$ cat src/sv/mafc_pkg.sv
// shared constants and types for the mpeg audio frame crc16 block
`timescale 1ns / 1ps
`default_nettype none

package mafc_pkg;

  // field widths
  localparam int CRC_W   = 16;
  localparam int BYTE_W  = 8;
  localparam int NBITS_W = 4;
  localparam int POS_W   = 3;

  // byte positions inside a frame
  localparam logic [POS_W-1:0] POS_FIRST    = 3'd0;
  localparam logic [POS_W-1:0] POS_HDR_A    = 3'd2;
  localparam logic [POS_W-1:0] POS_HDR_B    = 3'd3;
  localparam logic [POS_W-1:0] POS_SATURATE = 3'd6;

  // configuration register indexes
  localparam int CFG_ADDR_W = 1;
  localparam logic [CFG_ADDR_W-1:0] CFG_POLY = 1'd0;
  localparam logic [CFG_ADDR_W-1:0] CFG_INIT = 1'd1;

  // configuration reset values
  localparam logic [CRC_W-1:0] POLY_RESET = 16'h8005;
  localparam logic [CRC_W-1:0] INIT_RESET = 16'hffff;

  // one captured input request
  typedef struct packed {
    logic [BYTE_W-1:0]  data_byte;
    logic [NBITS_W-1:0] valid_bits;
    logic               frame_end;
  } item_t;

endpackage

`default_nettype wire

$ cat src/sv/mpeg_audio_frame_crc16.sv
// top level: mpeg audio frame crc16 over a byte stream
//
//  channel | direction | payload                                   | marker
//  in_     | slave     | tdata[7:0] data_byte, tdata[11:8] valid_bits | tlast frame_end
//  out_    | master    | tdata[15:0] crc_value                     | tuser frame_too_short
//  cfg_    | write     | addr 0 polynomial, addr 1 initial value   | none
//
// one byte per cycle while in_tready is high; the per-byte crc network sits
// between the input register and the crc / result registers, so a frame
// result passes through the input register and then the result register.
// rst_n is synchronous, active low, and clears the valid flags, the byte
// position and the configuration registers; no clearing pass is needed.
// a stalled result holds its output register; bytes keep flowing until the
// next frame end meets a full output register, then in_tready drops.
`timescale 1ns / 1ps
`default_nettype none

module mpeg_audio_frame_crc16 (
  input  wire logic                              clk,
  input  wire logic                              rst_n,
  // configuration write port
  input  wire logic                              cfg_we,
  input  wire logic [mafc_pkg::CFG_ADDR_W-1:0]   cfg_addr,
  input  wire logic [mafc_pkg::CRC_W-1:0]        cfg_wdata,
  // input stream
  input  wire logic                              in_tvalid,
  output logic                                   in_tready,
  input  wire logic [15:0]                       in_tdata,   // data_byte, valid_bits, zero pad
  input  wire logic                              in_tlast,
  // result stream
  output logic                                   out_tvalid,
  input  wire logic                              out_tready,
  output logic [15:0]                            out_tdata,  // crc_value
  output logic                                   out_tuser   // frame_too_short
);

  logic [mafc_pkg::CRC_W-1:0] poly_r;
  logic [mafc_pkg::CRC_W-1:0] init_r;

  mafc_pkg::item_t            item_r;
  logic                       item_valid_r;

  logic [mafc_pkg::CRC_W-1:0] crc_r,  crc_nxt;
  logic [mafc_pkg::POS_W-1:0] pos_r,  pos_nxt;

  logic                       out_valid_r;
  logic [mafc_pkg::CRC_W-1:0] out_crc_r;
  logic                       out_short_r;

  logic [mafc_pkg::CRC_W-1:0] crc_base;
  logic [mafc_pkg::CRC_W-1:0] crc_shifted;
  logic [mafc_pkg::CRC_W-1:0] crc_result;
  logic                       pos_included;
  logic                       advance;
  logic                       in_accept;

  // configuration registers
  always_ff @(posedge clk) begin
    if (!rst_n) begin
      poly_r <= mafc_pkg::POLY_RESET;
      init_r <= mafc_pkg::INIT_RESET;
    end else if (cfg_we) begin
      unique case (cfg_addr)
        mafc_pkg::CFG_POLY: poly_r <= cfg_wdata;
        mafc_pkg::CFG_INIT: init_r <= cfg_wdata;
        default: ;
      endcase
    end
  end

  // handshake: the held byte moves on unless it closes a frame into a full output
  assign advance   = item_valid_r & (~item_r.frame_end | ~out_valid_r | out_tready);
  assign in_tready = ~item_valid_r | advance;
  assign in_accept = in_tvalid & in_tready;

  // input register
  always_ff @(posedge clk) begin
    if (!rst_n) begin
      item_valid_r <= 1'b0;
    end else if (in_tready) begin
      item_valid_r <= in_tvalid;
    end
  end

  always_ff @(posedge clk) begin
    if (in_accept) begin
      item_r.data_byte  <= in_tdata[7:0];
      item_r.valid_bits <= in_tdata[11:8];
      item_r.frame_end  <= in_tlast;
    end
  end

  // crc update for the held byte
  assign crc_base     = (pos_r == mafc_pkg::POS_FIRST) ? init_r : crc_r;
  assign pos_included = (pos_r == mafc_pkg::POS_HDR_A) || (pos_r == mafc_pkg::POS_HDR_B) ||
                        (pos_r >= mafc_pkg::POS_SATURATE);

  mafc_crc_step u_step (
    .crc_in     (crc_base),
    .poly       (poly_r),
    .data_byte  (item_r.data_byte),
    .valid_bits (item_r.valid_bits),
    .crc_out    (crc_shifted)
  );

  assign crc_result = pos_included ? crc_shifted : crc_base;

  // next frame state
  always_comb begin
    crc_nxt = crc_r;
    pos_nxt = pos_r;
    if (advance) begin
      if (item_r.frame_end) begin
        crc_nxt = init_r;
        pos_nxt = mafc_pkg::POS_FIRST;
      end else begin
        crc_nxt = crc_result;
        if (pos_r < mafc_pkg::POS_SATURATE) begin
          pos_nxt = pos_r + mafc_pkg::POS_W'(1);
        end
      end
    end
  end

  always_ff @(posedge clk) begin
    if (!rst_n) begin
      pos_r <= mafc_pkg::POS_FIRST;
    end else begin
      pos_r <= pos_nxt;
    end
  end

  always_ff @(posedge clk) begin
    crc_r <= crc_nxt;
  end

  // result register
  always_ff @(posedge clk) begin
    if (!rst_n) begin
      out_valid_r <= 1'b0;
    end else if (advance && item_r.frame_end) begin
      out_valid_r <= 1'b1;
    end else if (out_tready) begin
      out_valid_r <= 1'b0;
    end
  end

  always_ff @(posedge clk) begin
    if (advance && item_r.frame_end) begin
      out_crc_r   <= crc_result;
      out_short_r <= (pos_r < mafc_pkg::POS_SATURATE);
    end
  end

  assign out_tvalid = out_valid_r;
  assign out_tdata  = out_crc_r;
  assign out_tuser  = out_short_r;

endmodule

`default_nettype wire

$ cat src/sv/mafc_crc_step.sv
// crc16 update over the leading valid bits of one byte, msb first
`timescale 1ns / 1ps
`default_nettype none

module mafc_crc_step (
  input  wire logic [mafc_pkg::CRC_W-1:0]   crc_in,
  input  wire logic [mafc_pkg::CRC_W-1:0]   poly,
  input  wire logic [mafc_pkg::BYTE_W-1:0]  data_byte,
  input  wire logic [mafc_pkg::NBITS_W-1:0] valid_bits,
  output logic      [mafc_pkg::CRC_W-1:0]   crc_out
);

  // eight unrolled shift steps, each gated by the bit count
  always_comb begin
    logic [mafc_pkg::CRC_W-1:0] c;
    logic                       fb;
    c  = crc_in;
    fb = 1'b0;
    for (int i = 0; i < mafc_pkg::BYTE_W; i++) begin
      if (valid_bits > mafc_pkg::NBITS_W'(i)) begin
        fb = c[mafc_pkg::CRC_W-1] ^ data_byte[mafc_pkg::BYTE_W-1-i];
        c  = {c[mafc_pkg::CRC_W-2:0], 1'b0};
        if (fb) begin
          c = c ^ poly;
        end
      end
    end
    crc_out = c;
  end

endmodule

`default_nettype wire

$ cat config.mk
export PLATFORM = sky130hd
export DESIGN_NAME = mpeg_audio_frame_crc16
export DESIGN_NICKNAME = d
export VERILOG_FILES = /design/src/sv/mafc_pkg.sv /design/src/sv/mpeg_audio_frame_crc16.sv /design/src/sv/mafc_crc_step.sv
export SDC_FILE = /design/constraint.sdc
export NUM_CORES = 1
export LEC_CHECK = 0
export BUFFER_PORTS_ARGS = -buffer_cell sky130_fd_sc_hd__buf_2
export CAP_MARGIN = 40
export CORE_MARGIN = 4
export CORE_UTILIZATION = 35
export CTS_CLUSTER_SIZE = 40
export DETAILED_ROUTE_END_ITERATION = 10
export PLACE_DENSITY_LB_ADDON = 0.08
export SETUP_SLACK_MARGIN = 0.3
export SYNTH_ARGS = -nofsm -noshare
export SYNTH_HDL_FRONTEND = slang
export SYNTH_SLANG_ARGS = --single-unit
$ cat constraint.sdc
create_clock -name clk -period 9.5 [get_ports clk]
set_input_delay 0.95 -clock clk [delete_from_list [all_inputs] [get_ports clk]]
set_output_delay 0.95 -clock clk [all_outputs]
set_load 0.02 [all_outputs]
# --- Word-level counts from Yosys, hierarchy flattened ---
# Cells that the tools add are included.
op_classes:
  addsub: 1
  n_lt_le_gt_ge: 10
  n_eq_ne: 2
  mux: 23
  n_bitwise: 25
  reduce_logical: 9
ops:
  columns: ["op", "count"]
  rows:
  - ["$mux W16", 19]
  - ["$xor A16 B16 Y16", 8]
  - ["$gt A4 B3 Y1 const B", 4]
  - ["$gt A4 B1 Y1 const B", 2]
  - ["$gt A4 B2 Y1 const B", 2]
  - ["$xor A1 B1 Y1", 8]
  - ["$eq A3 B2 Y1 const B", 2]
  - ["$mux W3", 2]
  - ["$reduce_and A2 Y1", 3]
  - ["$not A1 Y1", 4]
  - ["$reduce_bool A2 Y1", 2]
  - ["$add A3 B1 Y3 const B", 1]
  - ["$ge A3 B3 Y1 const B", 1]
  - ["$logic_not A3 Y1", 1]
  - ["$lt A3 B3 Y1 const B", 1]
  - ["$or A1 B1 Y1", 3]
  - ["$and A1 B1 Y1", 2]
  - ["$logic_or A1 B1 Y1", 2]
  - ["$mux W1", 2]
  - ["$logic_and A1 B1 Y1", 1]
totals:
  regBits: 83
  out_inout_bits: 19
  word_cells: 81

# --- Depth between registers and ports, before layout ---
logic_depth:
  ltp_word: 28
  depth_mapped: 28
  mapped_depth_nobuf: 22

# --- By module ---
# A second synthesis with hierarchy kept.
unflattened:
  hier_cells: 1046
  area_unflattened_um2: 8255.4
modules_own_cells:
  columns: ["mod", "n_inst", "cells_per_inst", "area_each_um2"]
  rows:
  - ["mafc_crc_step", 1, 709, 4619.4]
  - ["mpeg_audio_frame_crc16", 1, 337, 3636.0]

# --- Worst setup path after synthesis ---
# Ideal clock, no wire load.
synth_timing:
  path_type: "register to register"
  from: "register pos_r[1] (netlist bit)"
  to: "register crc_r[8] (netlist bit), data pin"
  setup_time_ps: 257
  t_arrival_ps: 6083
  path_slack_ps: 3160
  path_stages_with_launch: 27
  n_path_buf: 4
  synth_period_minus_slack_ps: 6340
  cell_sequence: "dfxtp_1 -> inv_1 -> ha_1 -> nor2b_1 -> a21oi_1 -> or2_1 -> buf_2 -> mux2_2 -> a21o_4 -> and3_4 -> buf_6 -> o31a_4 -> xor2_2 -> a21oi_2 -> mux2_4 -> o21a_2 -> o21ai_2 -> xor3_1 -> a2111o_1 -> and3_1 -> or4_1 -> buf_2 -> a21oi_2 -> buf_6 -> nand2_1 -> a211o_1 -> a32o_1"
synth_via:
  elab_chain_cells: 28
  elab_cells_between_ends: 41
  cone_classes: "order compare (1); eq/ne (2); mux (19); bitwise (16); reduce/logical (3)"
synth_lines:
  columns: ["item", "line", "text"]
  rows:
  - ["start: declaration", "mpeg_audio_frame_crc16.sv:44", "logic [mafc_pkg::POS_W-1:0] pos_r, pos_nxt;"]
  - ["start signal: assignment", "mpeg_audio_frame_crc16.sv:127", "pos_r <= mafc_pkg::POS_FIRST;"]
  - ["start signal: assignment", "mpeg_audio_frame_crc16.sv:129", "pos_r <= pos_nxt;"]
  - ["$logic_not A3 Y1", "mpeg_audio_frame_crc16.sv:94", "assign crc_base = (pos_r == mafc_pkg::POS_FIRST) ? init_r : crc_r;"]
  - ["$mux W16", "mpeg_audio_frame_crc16.sv:94", null]
  - ["$xor A16 B16 Y16 or $xor A1 B1 Y1 (tied branches)", "mafc_crc_step.sv:24, mafc_crc_step.sv:21", null]
  - ["$mux W16", "mafc_crc_step.sv:23", "if (fb) begin"]
  - ["$mux W16", "mafc_crc_step.sv:20", "if (valid_bits > mafc_pkg::NBITS_W'(i)) begin"]
  - ["$xor A16 B16 Y16 or $xor A1 B1 Y1 (tied branches)", "mafc_crc_step.sv:24, mafc_crc_step.sv:21", null]
  - ["$mux W16", "mafc_crc_step.sv:23", null]
  - ["$mux W16", "mafc_crc_step.sv:20", null]
  - ["(+12 left out)", null, null]
  - ["$xor A16 B16 Y16 or $xor A1 B1 Y1 (tied branches)", "mafc_crc_step.sv:24, mafc_crc_step.sv:21", null]
  - ["$mux W16", "mafc_crc_step.sv:23", null]
  - ["$mux W16", "mafc_crc_step.sv:20", null]
  - ["$xor A16 B16 Y16 or $xor A1 B1 Y1 (tied branches)", "mafc_crc_step.sv:24, mafc_crc_step.sv:21", null]
  - ["$mux W16", "mafc_crc_step.sv:23", null]
  - ["$mux W16", "mafc_crc_step.sv:20", null]
  - ["$mux W16 (*)", "mpeg_audio_frame_crc16.sv:106", "assign crc_result = pos_included ? crc_shifted : crc_base;"]
  - ["$mux W16 (*)", "mpeg_audio_frame_crc16.sv:113", "if (item_r.frame_end) begin"]
  - ["end signal: assignment", "mpeg_audio_frame_crc16.sv:134", "crc_r <= crc_nxt;"]
  - ["end: declaration", "mpeg_audio_frame_crc16.sv:43", "logic [mafc_pkg::CRC_W-1:0] crc_r, crc_nxt;"]
# Mark *: on every way between the ends. The rest lies on a longest branch, timed or not.
# A chain may end at the register's enable or synchronous reset.

# --- Worst setup path in the final report ---
layout_timing:
  from: "register item_r[4] (netlist name)"
  to: "register crc_r[1] (netlist bit), data pin"
layout_via:
  elab_chain_cells: 25
  elab_cells_between_ends: 39
  cone_classes: "order compare (8); mux (17); bitwise (14)"
layout_lines:
  columns: ["item", "line"]
  rows:
  - ["$gt A4 B1 Y1", "mafc_crc_step.sv:20"]
  - ["$mux W16", "mafc_crc_step.sv:20"]
  - ["$xor A16 B16 Y16 or $xor A1 B1 Y1 (tied branches)", "mafc_crc_step.sv:24, mafc_crc_step.sv:21"]
  - ["$mux W16", "mafc_crc_step.sv:23"]
  - ["$mux W16", "mafc_crc_step.sv:20"]
  - ["$xor A16 B16 Y16 or $xor A1 B1 Y1 (tied branches)", "mafc_crc_step.sv:24, mafc_crc_step.sv:21"]
  - ["$mux W16", "mafc_crc_step.sv:23"]
  - ["$mux W16", "mafc_crc_step.sv:20"]
  - ["(+9 left out)", null]
  - ["$xor A1 B1 Y1 or $xor A16 B16 Y16 (tied branches)", "mafc_crc_step.sv:21, mafc_crc_step.sv:24"]
  - ["$mux W16", "mafc_crc_step.sv:23"]
  - ["$mux W16", "mafc_crc_step.sv:20"]
  - ["$xor A16 B16 Y16 or $xor A1 B1 Y1 (tied branches)", "mafc_crc_step.sv:24, mafc_crc_step.sv:21"]
  - ["$mux W16", "mafc_crc_step.sv:23"]
  - ["$mux W16 (*)", "mafc_crc_step.sv:20"]
  - ["$mux W16 (*)", "mpeg_audio_frame_crc16.sv:106"]
  - ["$mux W16 (*)", "mpeg_audio_frame_crc16.sv:113"]
# Marks and branches as above.

==> flow_metrics.env <==
export IMPL_outcome="finished clean"
export IMPL_path_class="flip-flop to flip-flop"
export IMPL_final_util_pct=39.3
export IMPL_root_buffer="clkbuf_16"
export IMPL_yosysTopAreaCell="edfxtp_1"
export IMPL_io_pins=58
export IMPL_cts_tree="built"
export IMPL_synth_top_area_share_pct=17.4
export IMPL_clockBufferDepth=2
export IMPL_synth_seq_area_share_pct=26.7
export IMPL_syn_to_final_growth_pct=9.46
export IMPL_endpoint_kind="flip-flop"
export IMPL_synthFlopType="edfxtp_1"
export IMPL_diodes=0
export IMPL_cp_num_buf_inv=0
export IMPL_grt_pass1_vias=6822
export IMPL_clock_sinks=83
export IMPL_arrival_ns=8.04
export IMPL_globalplace_congestion=0.812
export IMPL_grt_setup_unrepaired="false"
export IMPL_synth_edf_count=46
export IMPL_maxCapViolCount=0
export IMPL_rows=54
export IMPL_layout_commonest_cell="nand2_1"
export IMPL_path_max_fanout=24
export IMPL_ctsResizeCount=0
export IMPL_grt_pass1_wl_um=40300
export IMPL_worst_path_max_delay_cell="edfxtp_1"
export IMPL_drt_wl_total_um=25600
export IMPL_worst_pin_slew_ns=0.946
export IMPL_path_delay_family="compound AO/OA/AOI/OAI gates"
export IMPL_cp_cell_sequence="or4_4, and2_4, mux2i_4, mux2i_1, nand3_1, a21oi_2, o31a_4, xor2_2, nand3_1, a21boi_1, o21a_2, o21ai_2, xor3_1, a2111o_1, and3_1, or4_1, a21oi_2, o21ai_1, or3_1, a32o_1"
export IMPL_first_iter_violations=489
export IMPL_grt_util_all_layers_pct=20.4
export IMPL_synth_nets=1028
export IMPL_ctsHoldBuffers=0
export IMPL_slew_violations=0
export IMPL_netlist_area_sq_um=7930
export IMPL_clk_latency_ns=0.34
export IMPL_yosysUniqueCellTypes=92
export IMPL_drive_gt1_share_pct=14.8
export IMPL_yosysWarnings=0
export IMPL_cts_buffers=9
export IMPL_fin_skew_ns=0.0120
export IMPL_avgSynthCellArea_sq_um=8.05
export IMPL_max_stage_delay_ns=0.77
export IMPL_grt_overflow_total=0
export IMPL_coreArea_sq_um=22100
export IMPL_finalSetupViolCount=0
export IMPL_remaining_drc_errors=0
export IMPL_ys_ff_latch=83
export IMPL_fill_cells=2309
export IMPL_critPathLaunchType="flip-flop"
export IMPL_die_area_sq_um=25100
export IMPL_tns_ns=0
export IMPL_async_reset_ff_share_pct=0
export IMPL_peakVddDrop_mv=0.0933
export IMPL_vias=7209
export IMPL_slew_headroom_pct=36.9
export IMPL_syn_inst=985
export IMPL_hold_path_class="flip-flop to flip-flop"
export IMPL_min_period_ns=7.95
export IMPL_final_cell_mix="nand2_1 (151), mux2i_1 (65), buf_2 (53)"
export IMPL_p_leak_uw=0.00336
export IMPL_grt_max_degree=38
export IMPL_start_util_pct=35.9
export IMPL_antenna_found_initial=0
export IMPL_fmax_mhz=126
export IMPL_p_total_uw=1430
export IMPL_dr_pass1_iters=5
export IMPL_wl_per_cell_um=20.2
export IMPL_worstPathRequired_ns=9.59
export IMPL_path_clk_slew_ns=0.07
export IMPL_via_per_inst=5.67
export IMPL_die_h_um=159
export IMPL_nNetsFinal=1030
export IMPL_cts_setup_buffers=0
export IMPL_ant_nets=0
export IMPL_period_share_pct=83.7
export IMPL_hold_viol_final=0
export IMPL_hpwl_um=18900
export IMPL_h_tree_depth=3
export IMPL_numPortBuffers=53
export IMPL_powerDensity_nw_per_um2=165
export IMPL_die_w_um=159
export IMPL_synth_area_leaders="edfxtp_1 (17%), dfxtp_1 (9.3%), mux2i_1 (8.2%), nand2_1 (7.1%), xnor2_1 (5.3%)"
power breakdown:
part | switching [uW] | leakage (uW) | internal [uW]
logic | 411 | 0.00252 | 257
registers | 24.5 | 0.000718 | 400
clock network | 160 | 0.000130 | 180
total | 595 | 0.00336 | 837
final cells by class:
class	count	area, sq um	area share (%)
Clock inverter	6	47.5	0.547
Inverter	23	86.3	0.994
Sequential cell	83	2120	24.4
Timing Repair Buffer	73	467	5.37
Tap cell	280	350	4.03
Multi-Input combinational cell	797	5380	62.0
Clock buffer	10	229	2.64
routing by layer:
layer,GRT usage [%],routed length (um),share of wire (%),vias to the layer above
met5,0,0,0,-
met2,33.9,12300,48,155
met4,3.29,208,0.81,0
met1,29.3,12300,48,3456
li1,-,-,-,3584
met3,2.09,861,3.4,14
worst min-delay path: cells and delay by family (launching register included):
kind             cells  cell delay, ns
DFF                  1            0.32
and+or+nand+nor      2            0.11
stage by stage:
step	cells	setup slack, ns	instance area (sq um)	hold slack, ns
final	1272	1.55	8680	0.486
after global routing	1272	1.07	8680	0.513
after CTS	1272	1.60	8680	0.489
after detailed placement	1256	1.64	8410	0.481
after global placement	1252	1.61	8330	0.472
after floorplan	985	3.16	7930	0.453
registers in the layout, summed over array words and instances, names as in the netlist:
| signal | flops |
|---|---|
| crc_r | 16 |
| init_r | 16 |
| out_tdata | 16 |
| poly_r | 16 |
| item_r | 13 |
| pos_r | 3 |
| item_valid_r | 1 |
| out_tuser | 1 |
| out_tvalid | 1 |
synth_stat cells (all sizes together) (6+ instances only):
cell type	n
and3	22
clkbuf	64
edfxtp	46
a21boi	19
o2111a	6
dfxtp	37
a211oi	17
o211ai	9
xor2	29
inv	22
or2	6
a21oi	52
mux2	11
nand3	43
nand2	151
and2	17
nand2b	11
xnor2	48
o31ai	11
nor2	53
nand4	7
nor3	31
o21ai	56
or3	9
mux2i	67
a31oi	10
buf	18
a211o	6
a21o	12
nor2b	10
worst paths after layout:
| path | slack, ns | from | to | cells past startpoint |
|---|---|---|---|---|
| setup / recovery | 1.55 | item_r[4] | crc_r[1] | 20 |
| hold / removal | 0.49 | init_r[3] | init_r[3] | 2 |
| setup reg to reg | 1.55 | item_r[4] | crc_r[1] | 20 |
| hold reg to reg | 0.49 | init_r[3] | init_r[3] | 2 |
cells by family after synthesis:
group	after synthesis	synth area share, %
AND/OR/NAND/NOR	375	22.7
AO/OA/AOI/OAI	258	23.8
buffers and inverters	105	5.66
flip-flops	83	26.7
XOR/XNOR	80	9.46
multiplexers	80	10.9
adder cells (fa/ha/maj)	4	0.631
(Power assumes the default switching activity.)
